File: src/rtl/fsq_pkg.sv
// Shared constants, payload structs and codes of the work queue with arbitrary removal.
`default_nettype none
package fsq_pkg;

	localparam int MAX_STATES = 64;
	localparam int HANDLE_BITS = 16;
	localparam int IDX_W = $clog2(MAX_STATES);
	localparam int CNT_W = $clog2(MAX_STATES + 1);
	localparam int SUM_W = CNT_W + 1;

	localparam logic [CNT_W-1:0] MAX_COUNT = CNT_W'(MAX_STATES);

	typedef enum logic [1:0] {
		K_APPEND = 2'd0,
		K_REMOVE = 2'd1,
		K_MOVE   = 2'd2,
		K_SELECT = 2'd3
	} kind_t;

	typedef enum logic [1:0] {
		S_OK        = 2'd0,
		S_NOT_FOUND = 2'd1,
		S_FULL      = 2'd2,
		S_EMPTY     = 2'd3
	} status_t;

	typedef enum logic [2:0] {
		ST_IDLE,
		ST_EXEC,
		ST_FRONT,
		ST_SEARCH,
		ST_SHIFT,
		ST_TAIL,
		ST_FINISH
	} fsq_state_t;

	typedef struct packed {
		kind_t                  kind;
		logic [HANDLE_BITS-1:0] handle;
	} req_t;

	typedef struct packed {
		logic [HANDLE_BITS-1:0] out_handle;
		status_t                status;
		logic [CNT_W-1:0]       occupancy;
	} rsp_t;

endpackage
`default_nettype wire

File: src/rtl/fsq_ram.sv
// Generic single-clock RAM with one write port and one registered read port.
`default_nettype none
module fsq_ram #(
	parameter int WIDTH = 16,
	parameter int DEPTH = 64
) (
	input  wire logic                     clk,
	input  wire logic                     we,
	input  wire logic [$clog2(DEPTH)-1:0] waddr,
	input  wire logic [WIDTH-1:0]         wdata,
	input  wire logic                     re,
	input  wire logic [$clog2(DEPTH)-1:0] raddr,
	output logic      [WIDTH-1:0]         rdata
);

	logic [WIDTH-1:0] mem [DEPTH];

	always_ff @(posedge clk) begin
		if (we) begin
			mem[waddr] <= wdata;
		end
		if (re) begin
			rdata <= mem[raddr];
		end
	end

endmodule
`default_nettype wire

File: src/rtl/fifo_state_queue_with_requeue.sv
// Top level: ordered handle queue with append, remove, move to back and select front.
//
// Requests arrive on the req channel (kind, handle) and every request yields exactly
// one beat on the rsp channel carrying a handle, a status code and the occupancy
// after the operation. Both channels use valid/ready handshakes.
// The handles live in a circular RAM with a registered read; a single
// sequencer walks it one entry per cycle.
// An append, or any request on an empty queue, goes straight to the response;
// select reads the front entry; remove walks from the front to the match and,
// unless the match is at the front or the back, shifts the later entries one place
// forward; move-to-back then writes the handle at the tail; a handle not found
// walks the whole queue. The worst case is set by the serial walk over the RAM.
// Only one request is in work at a time; a new one is accepted in the cycle after
// the previous response is loaded into the output register.
// If the receiver stalls, the response holds in the output register and the
// block finishes at most one further request, then waits before loading it.
// Reset empties the queue (head and count cleared); RAM contents are not cleared.
`default_nettype none
module fifo_state_queue_with_requeue (
	input  wire logic          clk,
	input  wire logic          arst_n,
	input  wire logic          req_valid,
	output logic               req_ready,
	input  wire fsq_pkg::req_t req,
	output logic               rsp_valid,
	input  wire logic          rsp_ready,
	output fsq_pkg::rsp_t      rsp
);

	fsq_pkg::fsq_state_t state_q, state_d;
	fsq_pkg::req_t cmd_q, cmd_d;
	logic [fsq_pkg::CNT_W-1:0] count_q, count_d;
	logic [fsq_pkg::IDX_W-1:0] head_q, head_d;
	logic [fsq_pkg::CNT_W-1:0] pos_q, pos_d;
	logic [fsq_pkg::HANDLE_BITS-1:0] res_handle_q, res_handle_d;
	fsq_pkg::status_t res_status_q, res_status_d;
	fsq_pkg::rsp_t rsp_q, rsp_d;
	logic rsp_valid_q, rsp_valid_d;

	logic ram_we;
	logic [fsq_pkg::IDX_W-1:0] ram_waddr;
	logic [fsq_pkg::HANDLE_BITS-1:0] ram_wdata;
	logic ram_re;
	logic [fsq_pkg::IDX_W-1:0] ram_raddr;
	logic [fsq_pkg::HANDLE_BITS-1:0] ram_rdata;

	logic out_free;
	logic is_move;
	logic [fsq_pkg::CNT_W-1:0] pos_nx;
	logic [fsq_pkg::CNT_W-1:0] pos_nx2;

	// Physical slot of a queue position, wrapping around the circular store.
	function automatic logic [fsq_pkg::IDX_W-1:0] slot(
		input logic [fsq_pkg::IDX_W-1:0] base,
		input logic [fsq_pkg::CNT_W-1:0] off
	);
		logic [fsq_pkg::SUM_W-1:0] sum;
		sum = fsq_pkg::SUM_W'(base) + fsq_pkg::SUM_W'(off);
		if (sum >= fsq_pkg::SUM_W'(fsq_pkg::MAX_STATES)) begin
			sum = sum - fsq_pkg::SUM_W'(fsq_pkg::MAX_STATES);
		end
		return sum[fsq_pkg::IDX_W-1:0];
	endfunction

	fsq_ram #(
		.WIDTH(fsq_pkg::HANDLE_BITS),
		.DEPTH(fsq_pkg::MAX_STATES)
	) u_ram (
		.clk  (clk),
		.we   (ram_we),
		.waddr(ram_waddr),
		.wdata(ram_wdata),
		.re   (ram_re),
		.raddr(ram_raddr),
		.rdata(ram_rdata)
	);

	assign out_free  = !rsp_valid_q || rsp_ready;
	assign is_move   = (cmd_q.kind == fsq_pkg::K_MOVE);
	assign pos_nx    = pos_q + fsq_pkg::CNT_W'(1);
	assign pos_nx2   = pos_q + fsq_pkg::CNT_W'(2);
	assign req_ready = (state_q == fsq_pkg::ST_IDLE);
	assign rsp_valid = rsp_valid_q;
	assign rsp       = rsp_q;

	always_comb begin
		state_d      = state_q;
		cmd_d        = cmd_q;
		count_d      = count_q;
		head_d       = head_q;
		pos_d        = pos_q;
		res_handle_d = res_handle_q;
		res_status_d = res_status_q;
		rsp_d        = rsp_q;
		rsp_valid_d  = rsp_valid_q && !rsp_ready;
		ram_we       = 1'b0;
		ram_waddr    = slot(head_q, count_q);
		ram_wdata    = cmd_q.handle;
		ram_re       = 1'b0;
		ram_raddr    = slot(head_q, pos_nx);

		case (state_q)
			fsq_pkg::ST_IDLE: begin
				if (req_valid) begin
					cmd_d   = req;
					state_d = fsq_pkg::ST_EXEC;
				end
			end
			fsq_pkg::ST_EXEC: begin
				res_handle_d = cmd_q.handle;
				res_status_d = fsq_pkg::S_OK;
				state_d      = fsq_pkg::ST_FINISH;
				case (cmd_q.kind)
					fsq_pkg::K_APPEND: begin
						if (count_q == fsq_pkg::MAX_COUNT) begin
							res_status_d = fsq_pkg::S_FULL;
						end else begin
							ram_we  = 1'b1;
							count_d = count_q + fsq_pkg::CNT_W'(1);
						end
					end
					fsq_pkg::K_SELECT: begin
						if (count_q == '0) begin
							res_status_d = fsq_pkg::S_EMPTY;
							res_handle_d = '0;
						end else begin
							ram_re    = 1'b1;
							ram_raddr = head_q;
							state_d   = fsq_pkg::ST_FRONT;
						end
					end
					default: begin
						if (count_q == '0) begin
							res_status_d = fsq_pkg::S_NOT_FOUND;
						end else begin
							ram_re    = 1'b1;
							ram_raddr = head_q;
							pos_d     = '0;
							state_d   = fsq_pkg::ST_SEARCH;
						end
					end
				endcase
			end
			fsq_pkg::ST_FRONT: begin
				res_handle_d = ram_rdata;
				state_d      = fsq_pkg::ST_FINISH;
			end
			fsq_pkg::ST_SEARCH: begin
				if (ram_rdata == cmd_q.handle) begin
					if (pos_q == '0) begin
						head_d  = slot(head_q, fsq_pkg::CNT_W'(1));
						count_d = count_q - fsq_pkg::CNT_W'(1);
						state_d = is_move ? fsq_pkg::ST_TAIL : fsq_pkg::ST_FINISH;
					end else if (pos_nx == count_q) begin
						count_d = count_q - fsq_pkg::CNT_W'(1);
						state_d = is_move ? fsq_pkg::ST_TAIL : fsq_pkg::ST_FINISH;
					end else begin
						ram_re  = 1'b1;
						state_d = fsq_pkg::ST_SHIFT;
					end
				end else if (pos_nx == count_q) begin
					res_status_d = fsq_pkg::S_NOT_FOUND;
					state_d      = fsq_pkg::ST_FINISH;
				end else begin
					ram_re = 1'b1;
					pos_d  = pos_nx;
				end
			end
			fsq_pkg::ST_SHIFT: begin
				// The entry one place behind is written over the current one.
				ram_we    = 1'b1;
				ram_waddr = slot(head_q, pos_q);
				ram_wdata = ram_rdata;
				if (pos_nx2 < count_q) begin
					ram_re    = 1'b1;
					ram_raddr = slot(head_q, pos_nx2);
					pos_d     = pos_nx;
				end else begin
					count_d = count_q - fsq_pkg::CNT_W'(1);
					state_d = is_move ? fsq_pkg::ST_TAIL : fsq_pkg::ST_FINISH;
				end
			end
			fsq_pkg::ST_TAIL: begin
				ram_we  = 1'b1;
				count_d = count_q + fsq_pkg::CNT_W'(1);
				state_d = fsq_pkg::ST_FINISH;
			end
			fsq_pkg::ST_FINISH: begin
				if (out_free) begin
					rsp_valid_d     = 1'b1;
					rsp_d.out_handle = res_handle_q;
					rsp_d.status     = res_status_q;
					rsp_d.occupancy  = count_q;
					state_d          = fsq_pkg::ST_IDLE;
				end
			end
			default: begin
				state_d = fsq_pkg::ST_IDLE;
			end
		endcase
	end

	always_ff @(posedge clk or negedge arst_n) begin
		if (!arst_n) begin
			state_q     <= fsq_pkg::ST_IDLE;
			count_q     <= '0;
			head_q      <= '0;
			rsp_valid_q <= 1'b0;
		end else begin
			state_q     <= state_d;
			count_q     <= count_d;
			head_q      <= head_d;
			rsp_valid_q <= rsp_valid_d;
		end
	end

	always_ff @(posedge clk) begin
		cmd_q        <= cmd_d;
		pos_q        <= pos_d;
		res_handle_q <= res_handle_d;
		res_status_q <= res_status_d;
		rsp_q        <= rsp_d;
	end

endmodule
`default_nettype wire
File: config.mk
export PLATFORM = sky130hd
export DESIGN_NAME = fifo_state_queue_with_requeue
export DESIGN_NICKNAME = d
export VERILOG_FILES = /design/src/rtl/fsq_pkg.sv /design/src/rtl/fsq_ram.sv /design/src/rtl/fifo_state_queue_with_requeue.sv
export SDC_FILE = /design/constraint.sdc
export NUM_CORES = 2
export LEC_CHECK = 0
export ABC_AREA = 1
export CORE_UTILIZATION = 25
export DETAILED_ROUTE_END_ITERATION = 12
export DONT_BUFFER_PORTS = 1
export PLACE_DENSITY = 0.39
export SYNTH_ARGS = -nofsm -noshare
export SYNTH_HDL_FRONTEND = slang
export SYNTH_SLANG_ARGS = --single-unit
File: constraint.sdc
create_clock -name clk -period 5.89 [get_ports clk]
set_input_delay 0.2945 -clock clk [delete_from_list [all_inputs] [get_ports clk]]
set_output_delay 0.2945 -clock clk [all_outputs]
set_load 0.005 [all_outputs]
==> impl_metrics.toml <==
[worst_setup_path]
critical-path-top-cell-by-count = "nand3_1"
critPathCaptureType = "flip-flop"
critical-path-slowest-cell = "buf_4"
startpoint_class = "flip-flop"
timing_worst_setup_path_type = "flip-flop to flip-flop"
maximum_fanout_encountered_on_the_critical_timing_path = 62
cp_data_arrival_time_ns = 5.53
critPathRequiredTime_ns = 6.41
cp_slowest_stage_delay_ns = 0.65
timing.critical_path.cells = "ha_1 -> nand2_1 -> nor2_1 -> xor2_1 -> ha_1 -> nand2_1 -> inv_1 -> a21oi_2 -> nand3_2 -> nand3_4 -> buf_4 -> nand4_1 -> nand3_1 -> nand3_1 -> nand3_1 -> nand3_1 -> nand3_1 -> nand2_1"

[layout]
final_net_count = 5091
layout_common_cells = "edfxtp_1 (1108), inv_1 (1079), nand3_1 (988), nand2_1 (679), nand4_1 (485)"
fillers = 21400
area_growth_syn_to_layout_pct = 15.6
mostFrequentLayoutCell = "edfxtp_1"
drive_gt1_share_pct = 8.04

[synthesis]
synth_simple_gate_area_share_pct = 21.4
dominant_combinational_cell_family_by_area_after_synthesis = "simple AND/OR/NAND/NOR gates"
ys_dominant_reg_cell = "edfxtp_1"
post_synth_inst_count = 5043
synth_seq_area_share_pct = 64.8
syn-num-nets = 5103
number_of_register_bits_inferred_by_synthesis = 1125
ys_async_sr_fraction_pct = 1.51
yosys_warnings = 0
fraction_of_synthesized_area_in_multiplexers_pct = 0
netlist_area_mm2 = 0.0520
compound_gate_fraction_of_synth_area_pct = 1.28
post_synth_xor_area_fraction_pct = 0.724
synth_enable_flop_cells = 1108
post_synth_num_cell_types = 41
post_synth_fa_ha_maj_area_fraction_pct = 0.972
postSynthAreaPerCell_um2 = 10.3

[timing]
finalCritPeriodShare_pct = 85.1
worst_slew_margin_rel_pct = 7.76
fin_worst_skew_ns = 0.0284
setup-violations-final = 0
unrepaired_setup_endpoints_after_global_routing = "no"
timing.final.hold_violations = 0
final_critical_path_required_period_ns = 5.01
max_clock_freq_mhz = 200
setup_total_neg_slack_ns = 0
fin_ws_ns = 0.880
final_max_slew_viol_count = 0
max_slew.worst_pin.slew_ns = 1.38

[route]
via_per_inst = 4.68
drcViolationCount = 0
first_pass_iters = 6
drt.antenna.violating_nets = 0
wl_per_cell_um = 23.0
detailedRoute.firstIterationViolations = 3508
vias = 36700
aggregate_routed_wire_length_um = 180000

[grt]
maximum_number_of_pins_on_one_net_before_global_route_repair = 163
grt_antenna_before_repair = 9
grt-ovfl-total = 0
grt_util_all_layers_pct = 17.0
first_global_vias = 35100
grt_pass1_wl_um = 262000

[floorplan]
floorplan.initialDensity_pct = 25.1
die_area_mm2 = 0.210
io_pins = 49
core.rowCount = 167
coreArea_mm2 = 0.207
dieHeight_um = 458
die_width_um = 458

[place]
place_congestion = 0.780
hpwlAfterDp_um = 102000
dpl_worst_slack_ns = 0.890
io_buffers = 0

[clock_tree]
post-cts-setup-buffers = 0
postCtsHoldBufs = 21
cts_max_level = 4
ctsRootBufferMaster = "clkbuf_16"
tritoncts = "built"
post_cts_resize_count = 0
cts_made_buffers = 138
total_clock_sinks = 1125
ctsLongestPathBuffers = 3
clkSlewWorstSetupHoldPaths_ns = 0.06
clkLatencyLatePin_ns = 0.80

[run]
cap_viol_max_count = 0

[status]
status = "finished clean"

[min_path]
kind_of_path_behind_the_tightest_hold_check = "input pin to async pin"
[final cells by class]
class                   count  area, um^2  share of cell area (%)
flip-flops and latches   1125       33700                    56.0
multi-input cells        2497       13000                    21.6
inverters                1088        4090                    6.80
clock buffers             180        3670                    6.11
well taps                2704        3380                    5.63
repair buffers            181        1740                    2.89
clock inverters            66         529                   0.880
diodes                      5        12.5                  0.0208
[path summary, 6_finish.rpt]
kind / startpoint / cells past startpoint / slack (ns) / end
hold / removal: arst_n / 1 / 0.11 / state_q[1]
max in group asynchronous: arst_n / 1 / 5.19 / head_q[4]
setup / recovery: pos_q[1] / 18 / 0.88 / u_ram.rdata[8]
hold reg to reg: res_handle_q[11] / 0 / 0.42 / rsp[20]
min in group clk: req[13] / 1 / 0.15 / cmd_q[13]
setup reg to reg: pos_q[1] / 18 / 0.88 / u_ram.rdata[8]
[per-stage QoR]
| stage | instances | utilization (%) | cell area (um^2) | hold slack (ns) |
|---|---|---|---|---|
| after floorplan | 5043 | - | 52000 | -0.00109 |
| after global placement | 7574 | 26.9 | 55700 | -0.000359 |
| after detailed placement | 7574 | 26.9 | 55700 | -0.000307 |
| after CTS | 7841 | 29.1 | 60100 | 0.0864 |
| after global routing | 7841 | 29.1 | 60100 | 0.115 |
| final | 7846 | 29.1 | 60100 | 0.113 |
[flip-flops by register name (all words and copies together), names as in the netlist]
signal        flops
pos_q             7
u_ram.mem      1024
count_q           7
res_status_q      2
rsp              25
u_ram.rdata      16
state_q           3
cmd_q            18
rsp_valid         1
res_handle_q     16
head_q            6
[worst max-delay path, delay by kind of cell (launching register included)]
kind,cells,cell delay [ns]
simple gates,12,2.45
buf+inv,2,0.70
fa+ha+maj,2,0.53
flops,1,0.46
xor+xnor,1,0.26
compound gates,1,0.24
[synthesized netlist by cell type, types with 2 or more instances]
master	number	share of area, %
edfxtp_1	1108	64
inv_1	1081	7.8
nand3_1	988	9.5
nand2_1	680	4.9
nand4_1	485	5.8
buf_2	192	1.8
nor2_1	109	0.79
clkbuf_1	107	0.77
o21ai_0	87	0.84
ha_1	34	0.82
buf_1	29	0.21
xor2_1	23	0.39
xnor2_1	20	0.34
dfrtp_1	17	0.82
a21oi_1	16	0.15
nor3_1	10	0.096
inv_2	7	0.051
or2_2	5	0.060
fa_1	4	0.15
a31oi_1	3	0.036
buf_4	3	0.043
nand2_2	3	0.036
nand3_2	3	0.058
nor2_2	3	0.036
nor4_1	3	0.036
buf_6	2	0.043
o2111ai_1	2	0.034
o211ai_1	2	0.029
o21ai_2	2	0.034
o21bai_1	2	0.029
o221ai_1	2	0.034
o22ai_1	2	0.024
[layer usage]
| layer | track usage (%) | vias up | wire length, um |
|---|---|---|---|
| met1 | 24.4 | 18400 | 84800 |
| met2 | 26.8 | 978 | 83000 |
| met3 | 2.23 | 193 | 9050 |
| met5 | 0 | - | 20 |
| met4 | 4.19 | 2 | 3540 |
| li1 | - | 17200 | - |
[logic make-up (layout without fill, tap and decap cells)]
group	after synthesis	in the layout
AOI/OAI and AO/OA	123	123
xor gates and xnor gates	43	43
adders and majority gates	38	38
buffers and inverters	1421	1515
DFF	1125	1125
other	0	5
and+or+nand+nor	2293	2293
Power is not shown: default switching activity piles up to over one toggle a cycle in this logic, so the estimate is an artifact.
